## src/hw/rtl/rcnt_pkg.sv

```systemverilog
// ----------------------------------------------------------------------------
// Root counter package
// Item types, register offsets, mode bit positions and reset values shared by
// the channel interfaces and the three-channel root counter.
// ----------------------------------------------------------------------------
package rcnt_pkg;

    localparam int TIMER_COUNT = 3;
    localparam int PERIOD_W    = 12;

    typedef enum logic [1:0] {
        OP_TICK  = 2'd0,
        OP_READ  = 2'd1,
        OP_WRITE = 2'd2
    } t_op;

    localparam logic [1:0] SIZE_BYTE  = 2'd0;

    localparam logic [3:0] OFF_VALUE  = 4'h0;
    localparam logic [3:0] OFF_MODE   = 4'h4;
    localparam logic [3:0] OFF_TARGET = 4'h8;

    localparam logic [1:0] TIMER_NONE = 2'd3;

    localparam int MODE_SYNC_EN    = 0;
    localparam int MODE_RESET_TGT  = 3;
    localparam int MODE_SRC_LO     = 8;
    localparam int MODE_SRC_HI     = 9;
    localparam int MODE_IRQ_OFF    = 10;
    localparam int MODE_HIT_TARGET = 11;
    localparam int MODE_HIT_FFFF   = 12;

    localparam logic [15:0] WRAP_POINT = 16'hFFFF;

    localparam logic [PERIOD_W-1:0] PERIOD_RESET [TIMER_COUNT] = '{
        12'd3, 12'd2147, 12'd8
    };

    typedef struct packed {
        logic [1:0]  operation;
        logic [5:0]  reg_address;
        logic [1:0]  access_size;
        logic [15:0] write_data;
    } t_in_item;

    typedef struct packed {
        logic [15:0] read_data;
        logic [2:0]  irq_pulses;
        logic        bad_access;
    } t_out_item;

    typedef struct packed {
        logic [1:0]          index;
        logic [PERIOD_W-1:0] data;
    } t_cfg_item;

endpackage

```

## src/hw/rtl/rcnt_if.sv

```systemverilog
// ----------------------------------------------------------------------------
// Root counter channels
// Valid/ready channels for input items, result items and period writes.
// ----------------------------------------------------------------------------
interface rcnt_item_if import rcnt_pkg::*; ();
    logic     valid;
    logic     ready;
    t_in_item payload;

    modport source (output valid, output payload, input ready);
    modport sink   (input valid, input payload, output ready);
endinterface

interface rcnt_result_if import rcnt_pkg::*; ();
    logic      valid;
    logic      ready;
    t_out_item payload;

    modport source (output valid, output payload, input ready);
    modport sink   (input valid, input payload, output ready);
endinterface

interface rcnt_cfg_if import rcnt_pkg::*; ();
    logic      valid;
    logic      ready;
    t_cfg_item payload;

    modport source (output valid, output payload, input ready);
    modport sink   (input valid, input payload, output ready);
endinterface

```

## src/hw/rtl/three_channel_root_counter_top.sv

```systemverilog
// ----------------------------------------------------------------------------
// Three-channel root counter
// Three 16-bit counters with mode and target registers, prescaled clock
// sources, reset points, interrupt pulses and bus register access.
// ----------------------------------------------------------------------------
//  Channel    Direction  Payload                                   Handshake
//  i_item     in         operation, reg_address, access_size, data  valid/ready
//  o_result   out        read_data, irq_pulses, bad_access          valid/ready
//  i_cfg      in         period index, period value                 valid/ready
//
//  One item per cycle sustained while results are taken; an input register
//  is followed by the result register, with all counter work in between.
//  Synchronous active-low reset clears the counters, modes, targets and
//  prescalers and loads the default periods. A stalled result holds in the
//  result register while one more item waits in the input register.
// ----------------------------------------------------------------------------
module three_channel_root_counter_top import rcnt_pkg::*; (
    input  logic         i_clk,
    input  logic         i_rst_n,
    rcnt_item_if.sink    i_item,
    rcnt_result_if.source o_result,
    rcnt_cfg_if.sink     i_cfg
);

    logic          r_in_valid;
    t_in_item      r_in;
    logic          r_out_valid;
    t_out_item     r_out;

    logic [15:0]         r_count    [TIMER_COUNT];
    logic [15:0]         r_target   [TIMER_COUNT];
    logic [15:0]         r_mode     [TIMER_COUNT];
    logic [PERIOD_W-1:0] r_prescale [TIMER_COUNT];
    logic [PERIOD_W-1:0] r_period   [TIMER_COUNT];

    logic [15:0]         n_count    [TIMER_COUNT];
    logic [15:0]         n_target   [TIMER_COUNT];
    logic [15:0]         n_mode     [TIMER_COUNT];
    logic [PERIOD_W-1:0] n_prescale [TIMER_COUNT];
    t_out_item           n_out;

    logic out_free;
    logic proc;

    assign out_free       = !r_out_valid || o_result.ready;
    assign proc           = r_in_valid && out_free;
    assign i_item.ready   = !r_in_valid || out_free;
    assign i_cfg.ready    = 1'b1;
    assign o_result.valid = r_out_valid;
    assign o_result.payload = r_out;

    always_ff @(posedge i_clk) begin
        if (!i_rst_n) begin
            r_in_valid  <= 1'b0;
            r_out_valid <= 1'b0;
        end else begin
            if (i_item.ready) begin
                r_in_valid <= i_item.valid;
            end
            if (out_free) begin
                r_out_valid <= r_in_valid;
            end
        end
        if (i_item.valid && i_item.ready) begin
            r_in <= i_item.payload;
        end
        if (proc) begin
            r_out <= n_out;
        end
    end

    always_ff @(posedge i_clk) begin
        for (int t = 0; t < TIMER_COUNT; t++) begin
            if (!i_rst_n) begin
                r_count[t]    <= '0;
                r_target[t]   <= '0;
                r_mode[t]     <= '0;
                r_prescale[t] <= '0;
                r_period[t]   <= PERIOD_RESET[t];
            end else begin
                if (proc) begin
                    r_count[t]    <= n_count[t];
                    r_target[t]   <= n_target[t];
                    r_mode[t]     <= n_mode[t];
                    r_prescale[t] <= n_prescale[t];
                end
                if (i_cfg.valid && i_cfg.ready && i_cfg.payload.index == 2'(t)) begin
                    r_period[t] <= i_cfg.payload.data;
                end
            end
        end
    end

    logic [1:0]  acc_timer;
    logic [3:0]  acc_off;
    logic        acc_bad;
    logic        t2_halted;
    logic [15:0] rd_word;
    logic [15:0] wr_word;

    assign acc_timer = r_in.reg_address[5:4];
    assign acc_off   = r_in.reg_address[3:0];
    assign acc_bad   = (acc_timer == TIMER_NONE)
                    || !(acc_off == OFF_VALUE || acc_off == OFF_MODE || acc_off == OFF_TARGET);
    // Timer 2 stops while sync is on with sync mode 0 or 3.
    assign t2_halted = r_mode[2][MODE_SYNC_EN]
                    && (r_mode[2][2:1] == 2'd0 || r_mode[2][2:1] == 2'd3);
    assign wr_word   = (r_in.access_size == SIZE_BYTE) ? {8'h00, r_in.write_data[7:0]}
                                                       : r_in.write_data;

    always_comb begin
        logic                alt;
        logic [PERIOD_W:0]   pre_inc;
        logic [PERIOD_W-1:0] per;
        logic                go;
        logic [15:0]         cnt;
        logic [15:0]         point;

        n_count    = r_count;
        n_target   = r_target;
        n_mode     = r_mode;
        n_prescale = r_prescale;
        n_out      = '0;
        rd_word    = '0;
        alt        = 1'b0;
        pre_inc    = '0;
        per        = '0;
        go         = 1'b0;
        cnt        = '0;
        point      = '0;

        case (t_op'(r_in.operation))
            OP_TICK: begin
                for (int t = 0; t < TIMER_COUNT; t++) begin
                    alt     = (t == 2) ? r_mode[t][MODE_SRC_HI] : r_mode[t][MODE_SRC_LO];
                    pre_inc = {1'b0, r_prescale[t]} + 1'b1;
                    per     = (r_period[t] == '0) ? PERIOD_W'(1) : r_period[t];
                    if (alt) begin
                        go            = (pre_inc >= {1'b0, per});
                        n_prescale[t] = go ? '0 : pre_inc[PERIOD_W-1:0];
                    end else begin
                        go            = 1'b1;
                        n_prescale[t] = '0;
                    end
                    cnt = r_count[t];
                    if (go && !(t == 2 && t2_halted)) begin
                        cnt = cnt + 16'd1;
                    end
                    point = r_mode[t][MODE_RESET_TGT] ? r_target[t] : WRAP_POINT;
                    if (cnt == point) begin
                        cnt = '0;
                        n_out.irq_pulses[t] = !r_mode[t][MODE_IRQ_OFF];
                        if (point == WRAP_POINT) begin
                            n_mode[t][MODE_HIT_FFFF] = 1'b1;
                        end else begin
                            n_mode[t][MODE_HIT_TARGET] = 1'b1;
                        end
                    end
                    n_count[t] = cnt;
                end
            end
            OP_READ: begin
                if (acc_bad) begin
                    n_out.bad_access = 1'b1;
                end else begin
                    unique case (acc_off)
                        OFF_VALUE: rd_word = r_count[acc_timer];
                        OFF_MODE: begin
                            rd_word = r_mode[acc_timer];
                            n_mode[acc_timer][MODE_HIT_TARGET] = 1'b0;
                            n_mode[acc_timer][MODE_HIT_FFFF]   = 1'b0;
                        end
                        default:   rd_word = r_target[acc_timer];
                    endcase
                    n_out.read_data = (r_in.access_size == SIZE_BYTE)
                                    ? {8'h00, rd_word[7:0]} : rd_word;
                end
            end
            OP_WRITE: begin
                if (acc_bad) begin
                    n_out.bad_access = 1'b1;
                end else begin
                    unique case (acc_off)
                        OFF_VALUE: n_count[acc_timer] = wr_word;
                        OFF_MODE: begin
                            n_mode[acc_timer]  = wr_word;
                            n_count[acc_timer] = '0;
                        end
                        default:   n_target[acc_timer] = wr_word;
                    endcase
                end
            end
            default: begin
            end
        endcase
    end

    // A bad access never returns data or interrupts.
    a_bad_quiet: assert property (@(posedge i_clk) disable iff (!i_rst_n)
        r_out_valid && r_out.bad_access |-> r_out.read_data == '0 && r_out.irq_pulses == '0)
        else $error("bad access result carries data");

    // A good mode write leaves the addressed counter at zero.
    a_mode_clr: assert property (@(posedge i_clk) disable iff (!i_rst_n)
        proc && r_in.operation == OP_WRITE && !acc_bad && acc_off == OFF_MODE
        |=> r_count[$past(acc_timer)] == '0)
        else $error("mode write did not clear counter");

    // Interrupts only appear on results of tick items.
    a_irq_tick: assert property (@(posedge i_clk) disable iff (!i_rst_n)
        proc && r_in.operation != OP_TICK |=> r_out.irq_pulses == '0)
        else $error("interrupt on a bus access");

    // A halted timer 2 never advances on a tick, but wraps at its reset point.
    a_t2_halt: assert property (@(posedge i_clk) disable iff (!i_rst_n)
        proc && r_in.operation == OP_TICK && t2_halted && r_count[2] != r_target[2]
        && r_count[2] != WRAP_POINT |=> r_count[2] == $past(r_count[2]))
        else $error("timer 2 advanced while halted");

endmodule

```

## src/flat_wrapper.sv

```systemverilog
// flat-port wrapper written by rule: the top's interface ports become plain ports
module three_channel_root_counter_top_flat import rcnt_pkg::*;
  (i_clk, i_rst_n, i_item_valid, i_item_payload, i_item_ready, o_result_valid, o_result_payload, o_result_ready, i_cfg_valid, i_cfg_payload, i_cfg_ready);
  rcnt_item_if i_item_i ();
  rcnt_result_if o_result_i ();
  rcnt_cfg_if i_cfg_i ();
  input  logic i_clk;
  input  logic i_rst_n;
  input wire logic [$bits(i_item_i.valid)-1:0] i_item_valid;
  input wire logic [$bits(i_item_i.payload)-1:0] i_item_payload;
  output wire logic [$bits(i_item_i.ready)-1:0] i_item_ready;
  output wire logic [$bits(o_result_i.valid)-1:0] o_result_valid;
  output wire logic [$bits(o_result_i.payload)-1:0] o_result_payload;
  input wire logic [$bits(o_result_i.ready)-1:0] o_result_ready;
  input wire logic [$bits(i_cfg_i.valid)-1:0] i_cfg_valid;
  input wire logic [$bits(i_cfg_i.payload)-1:0] i_cfg_payload;
  output wire logic [$bits(i_cfg_i.ready)-1:0] i_cfg_ready;
  assign i_item_i.valid = i_item_valid;
  assign i_item_i.payload = i_item_payload;
  assign i_item_ready = i_item_i.ready;
  assign o_result_valid = o_result_i.valid;
  assign o_result_payload = o_result_i.payload;
  assign o_result_i.ready = o_result_ready;
  assign i_cfg_i.valid = i_cfg_valid;
  assign i_cfg_i.payload = i_cfg_payload;
  assign i_cfg_ready = i_cfg_i.ready;
  three_channel_root_counter_top u_core (.i_clk(i_clk), .i_rst_n(i_rst_n), .i_item(i_item_i), .o_result(o_result_i), .i_cfg(i_cfg_i));
endmodule
```

## config.mk

```make
export PLATFORM = sky130hd
export DESIGN_NAME = three_channel_root_counter_top_flat
export DESIGN_NICKNAME = d
export VERILOG_FILES = /design/src/hw/rtl/rcnt_pkg.sv /design/src/hw/rtl/rcnt_if.sv /design/src/hw/rtl/three_channel_root_counter_top.sv /design/src/flat_wrapper.sv
export SDC_FILE = /design/constraint.sdc
export NUM_CORES = 1
export LEC_CHECK = 0
export BUFFER_PORTS_ARGS = -buffer_cell sky130_fd_sc_hd__buf_4
export CAP_MARGIN = 20
export CORE_MARGIN = 2
export CORE_UTILIZATION = 53
export CTS_CLUSTER_DIAMETER = 150
export DETAILED_ROUTE_END_ITERATION = 6
export PLACE_DENSITY = 0.75
export SETUP_SLACK_MARGIN = 0.3
export SYNTH_ARGS = -nofsm -noshare
export SYNTH_HDL_FRONTEND = slang
export SYNTH_SLANG_ARGS = --single-unit
```

## constraint.sdc

```tcl
create_clock -name i_clk -period 9.75 [get_ports i_clk]
set_input_delay 1.95 -clock i_clk [delete_from_list [all_inputs] [get_ports i_clk]]
set_output_delay 1.95 -clock i_clk [all_outputs]
set_load 0.05 [all_outputs]
```

==> out/results.ini <==
[routing]
dr.first_iter.drc_count = 2212
ant_nets = 0
via_count = 16816
drc = 0
viasPerCell = 6.475
drt-wirelength-per-cell_um = 22.08
dr.pass1.iters = 6
wl_um = 57330

[synthesis]
yosys-top-cells-area = dfxtp_1 (21%), edfxtp_1 (14%), nand2_1 (6.6%), a21oi_1 (5.6%), mux2i_1 (5.6%)
syn_area_sq_um = 17270
synth-edff-count = 82
synth_cell_types = 97
synth_top_area_share = 0.2110
async_reset_ff_frac = 0
synth_cells = 2165
synth_fp_nets = 2257
synthTopCellsByCount = nand2_1 (303), a21oi_1 (192), nor2_1 (188), dfxtp_1 (182), clkbuf_1 (130)
synth_area_per_cell_sq_um = 7.977
synth_seq_cells = 264
ys_seq_area_frac = 0.3535
synth.most_common_cell = nand2_1
yosys.area.top_type = dfxtp_1
synth_ff_type = dfxtp_1
synth_warnings = 0

[setup_path]
critPathMaxFanout = 13
ff2ff_setup_slack_ns = 4.44
r2r_start = u_core.r_prescale[14]
cpPeakStageDelay_ns = 0.63
worstPathRequired_ns = 10.16
worstSetupPathType = register to register
end_kind = register
r2r_end = u_core.r_count[23]
crit_path_start_kind = register
cp_top_family = simple AND/OR/NAND/NOR gates
worstPathCellList = and3_1 > nand3_1 > nor2_1 > nand3_1 > xnor2_1 > ha_1 > a21o_1 > a21oi_1 > nand2_1 > nor4_1 > nor3_1 > a211o_1 > o211ai_1 > nor2b_1 > nand4b_1 > nand2_1 > a2111oi_1
cp_num_buf_inv = 0
ff2ff_path_depth = 17
crit_arrival_ns = 5.72
crit_slowest_cell = nand4b_1

[worst_hold_path]
min_path_type = register to register
hold_end = u_core.r_mode[30]
min_path_cells = 2
hp-start = u_core.r_mode[30]

[clocking]
clock_path_buffers = 3
cts_buffers = 31
clockRootBuffer = clkbuf_16
cts.sinks = 264
cts_tree = yes
path_clk_slew_ns = 0.06
clock_latency_ns = 0.59
holdBufCountCts = 0
post-cts-setup-buffers = 0
htreeDepth = 1
cts_resized = 0

[floorplanning]
initial_core_util = 0.5349
die_w_um = 184.5
fp.dieH_um = 184.5
ios = 68
row_count = 66
die_area_sq_um = 34050
coreArea_sq_um = 32290

[timing]
period_minus_slack_ns = 5.311
finalSetupViolations = 0
skew_ns = 0.02508
slew_headroom = 0.2344
setup_tns_ns = 0
grt_setup_unrepaired = no
fmax_mhz = 188.3
hold_violations = 0
period_share = 0.5447
worst_pin_slew_ns = 1.140
slew_viol_final = 0

[placed_design]
gp_congestion = 1.033
placed_cells = 2536
dp_hpwl_um = 39870
io_buffers = 66

[cells_and_area]
final_cells = 2597
fin_nets = 2222
n_antenna_cell = 0
area_growth_pct = 9.715
drive_gt1_frac = 0.08956

[grt]
grtUsageTotal = 0.3321
antenna_found_initial = 1
grt_pass1_vias = 15509
grt_max_degree = 83
grt-ovfl-total = 0
grt_pass1_wl_um = 88110

[run_status]
status = complete, no violations

[power]
vdd.ir_drop.worst_uv = 142.1
p_per_area_nw_per_um2 = 136.2
leakagePower_nw = 6.704

[flow_run]
drv_cap = 0

[final cells by class]
class,instances,area [sq um]
tap,442,553.0
multi-input combinational,1674,10290
fill,2886,13340
sequential,264,6106
clock inverter,15,141.4
inverter,62,235.2
clock buffer,43,870.8
timing repair buffer,97,755.7
[flip-flops by register name, indices dropped and copies added, names as in the netlist]
signal                   cells
u_core.r_prescale           36
u_core.r_count              48
u_core.r_target             48
u_core.o_result.payload     20
u_core.r_period             36
u_core.o_result.valid        1
u_core.r_in_valid            1
u_core.r_mode               48
u_core.r_in                 20
u_core.acc_timer             2
u_core.acc_off               4
[cells by family after synthesis]
group	synth area share
xor gates and xnor gates	0.04629
buffers and inverters	0.05195
AOI/OAI and AO/OA	0.2156
muxes	0.05825
adders and majority gates	0.03405
DFF	0.3535
other	0.0002171
and+or+nand+nor	0.2401
[tightest hold or removal path: stages, from the launching register on]
cell     delay, ns
dfxtp_1       0.31
nand2_1       0.05
a21oi_1       0.05
[how the worst max path moves through the flow]
stage / startpoint / endpoint / slack (ns) / depth (start not counted)
after global placement: u_core.r_prescale[14] / u_core.r_count[26] / 4.68 / 17
after detailed placement: u_core.r_prescale[14] / u_core.r_count[26] / 4.57 / 17
after global routing: u_core.r_prescale[2] / u_core.r_count[14] / 3.98 / 18
after floorplan: o_result_ready / i_item_ready / 5.35 / 2
after CTS: u_core.r_prescale[14] / u_core.r_count[26] / 4.54 / 17
final: u_core.r_prescale[14] / u_core.r_count[23] / 4.44 / 17
[per-stage QoR]
stage                     setup slack [ns]  hold WS [ns]  utilization  power, mW  cell area [sq um]
after floorplan                      5.346        0.4366            -      1.351              17270
after global routing                 3.984        0.4780       0.5868      2.647              18950
final                                4.439        0.4571       0.5868      2.581              18950
after CTS                            4.541        0.4562       0.5853      2.576              18900
after global placement               4.676        0.4424       0.5539      1.433              17890
after detailed placement             4.570        0.4468       0.5539      1.437              17890
[metal layers]
metal | track usage | share of wire | wire (um) | up-vias
li1 | - | - | - | 7745
met1 | 0.4520 | 0.40 | 23180 | 7917
met2 | 0.5042 | 0.44 | 25140 | 963
met3 | 0.06204 | 0.10 | 5969 | 191
met4 | 0.1677 | 0.053 | 3043 | 0
met5 | 0 | 0 | 0 | -
[power breakdown]
group	internal (mW)	leakage, nW	switching [mW]
Clock	0.676	0.497	0.480
Combinational	0.0737	3.96	0.161
Sequential	1.16	2.25	0.0280
Total	1.91	6.70	0.670
[placed cells by master, fill, tap and decap left out, types with 20 or more instances in the layout]
| cell type | count |
|---|---|
| nand3_1 | 68 |
| o211ai_1 | 26 |
| buf_4 | 95 |
| a22oi_1 | 25 |
| inv_1 | 58 |
| nor3_1 | 39 |
| nor2b_1 | 22 |
| and3_1 | 22 |
| mux2i_1 | 96 |
| a21oi_1 | 192 |
| dfxtp_1 | 182 |
| nor2_1 | 188 |
| clkbuf_16 | 31 |
| xnor2_1 | 61 |
| nor4_1 | 23 |
| ha_1 | 46 |
| nand4_1 | 35 |
| nand2_1 | 303 |
| xor2_1 | 20 |
| o21ai_0 | 116 |
| edfxtp_1 | 82 |
| a211oi_1 | 41 |
| and2_1 | 53 |
Power figures use the tool's default switching activity.
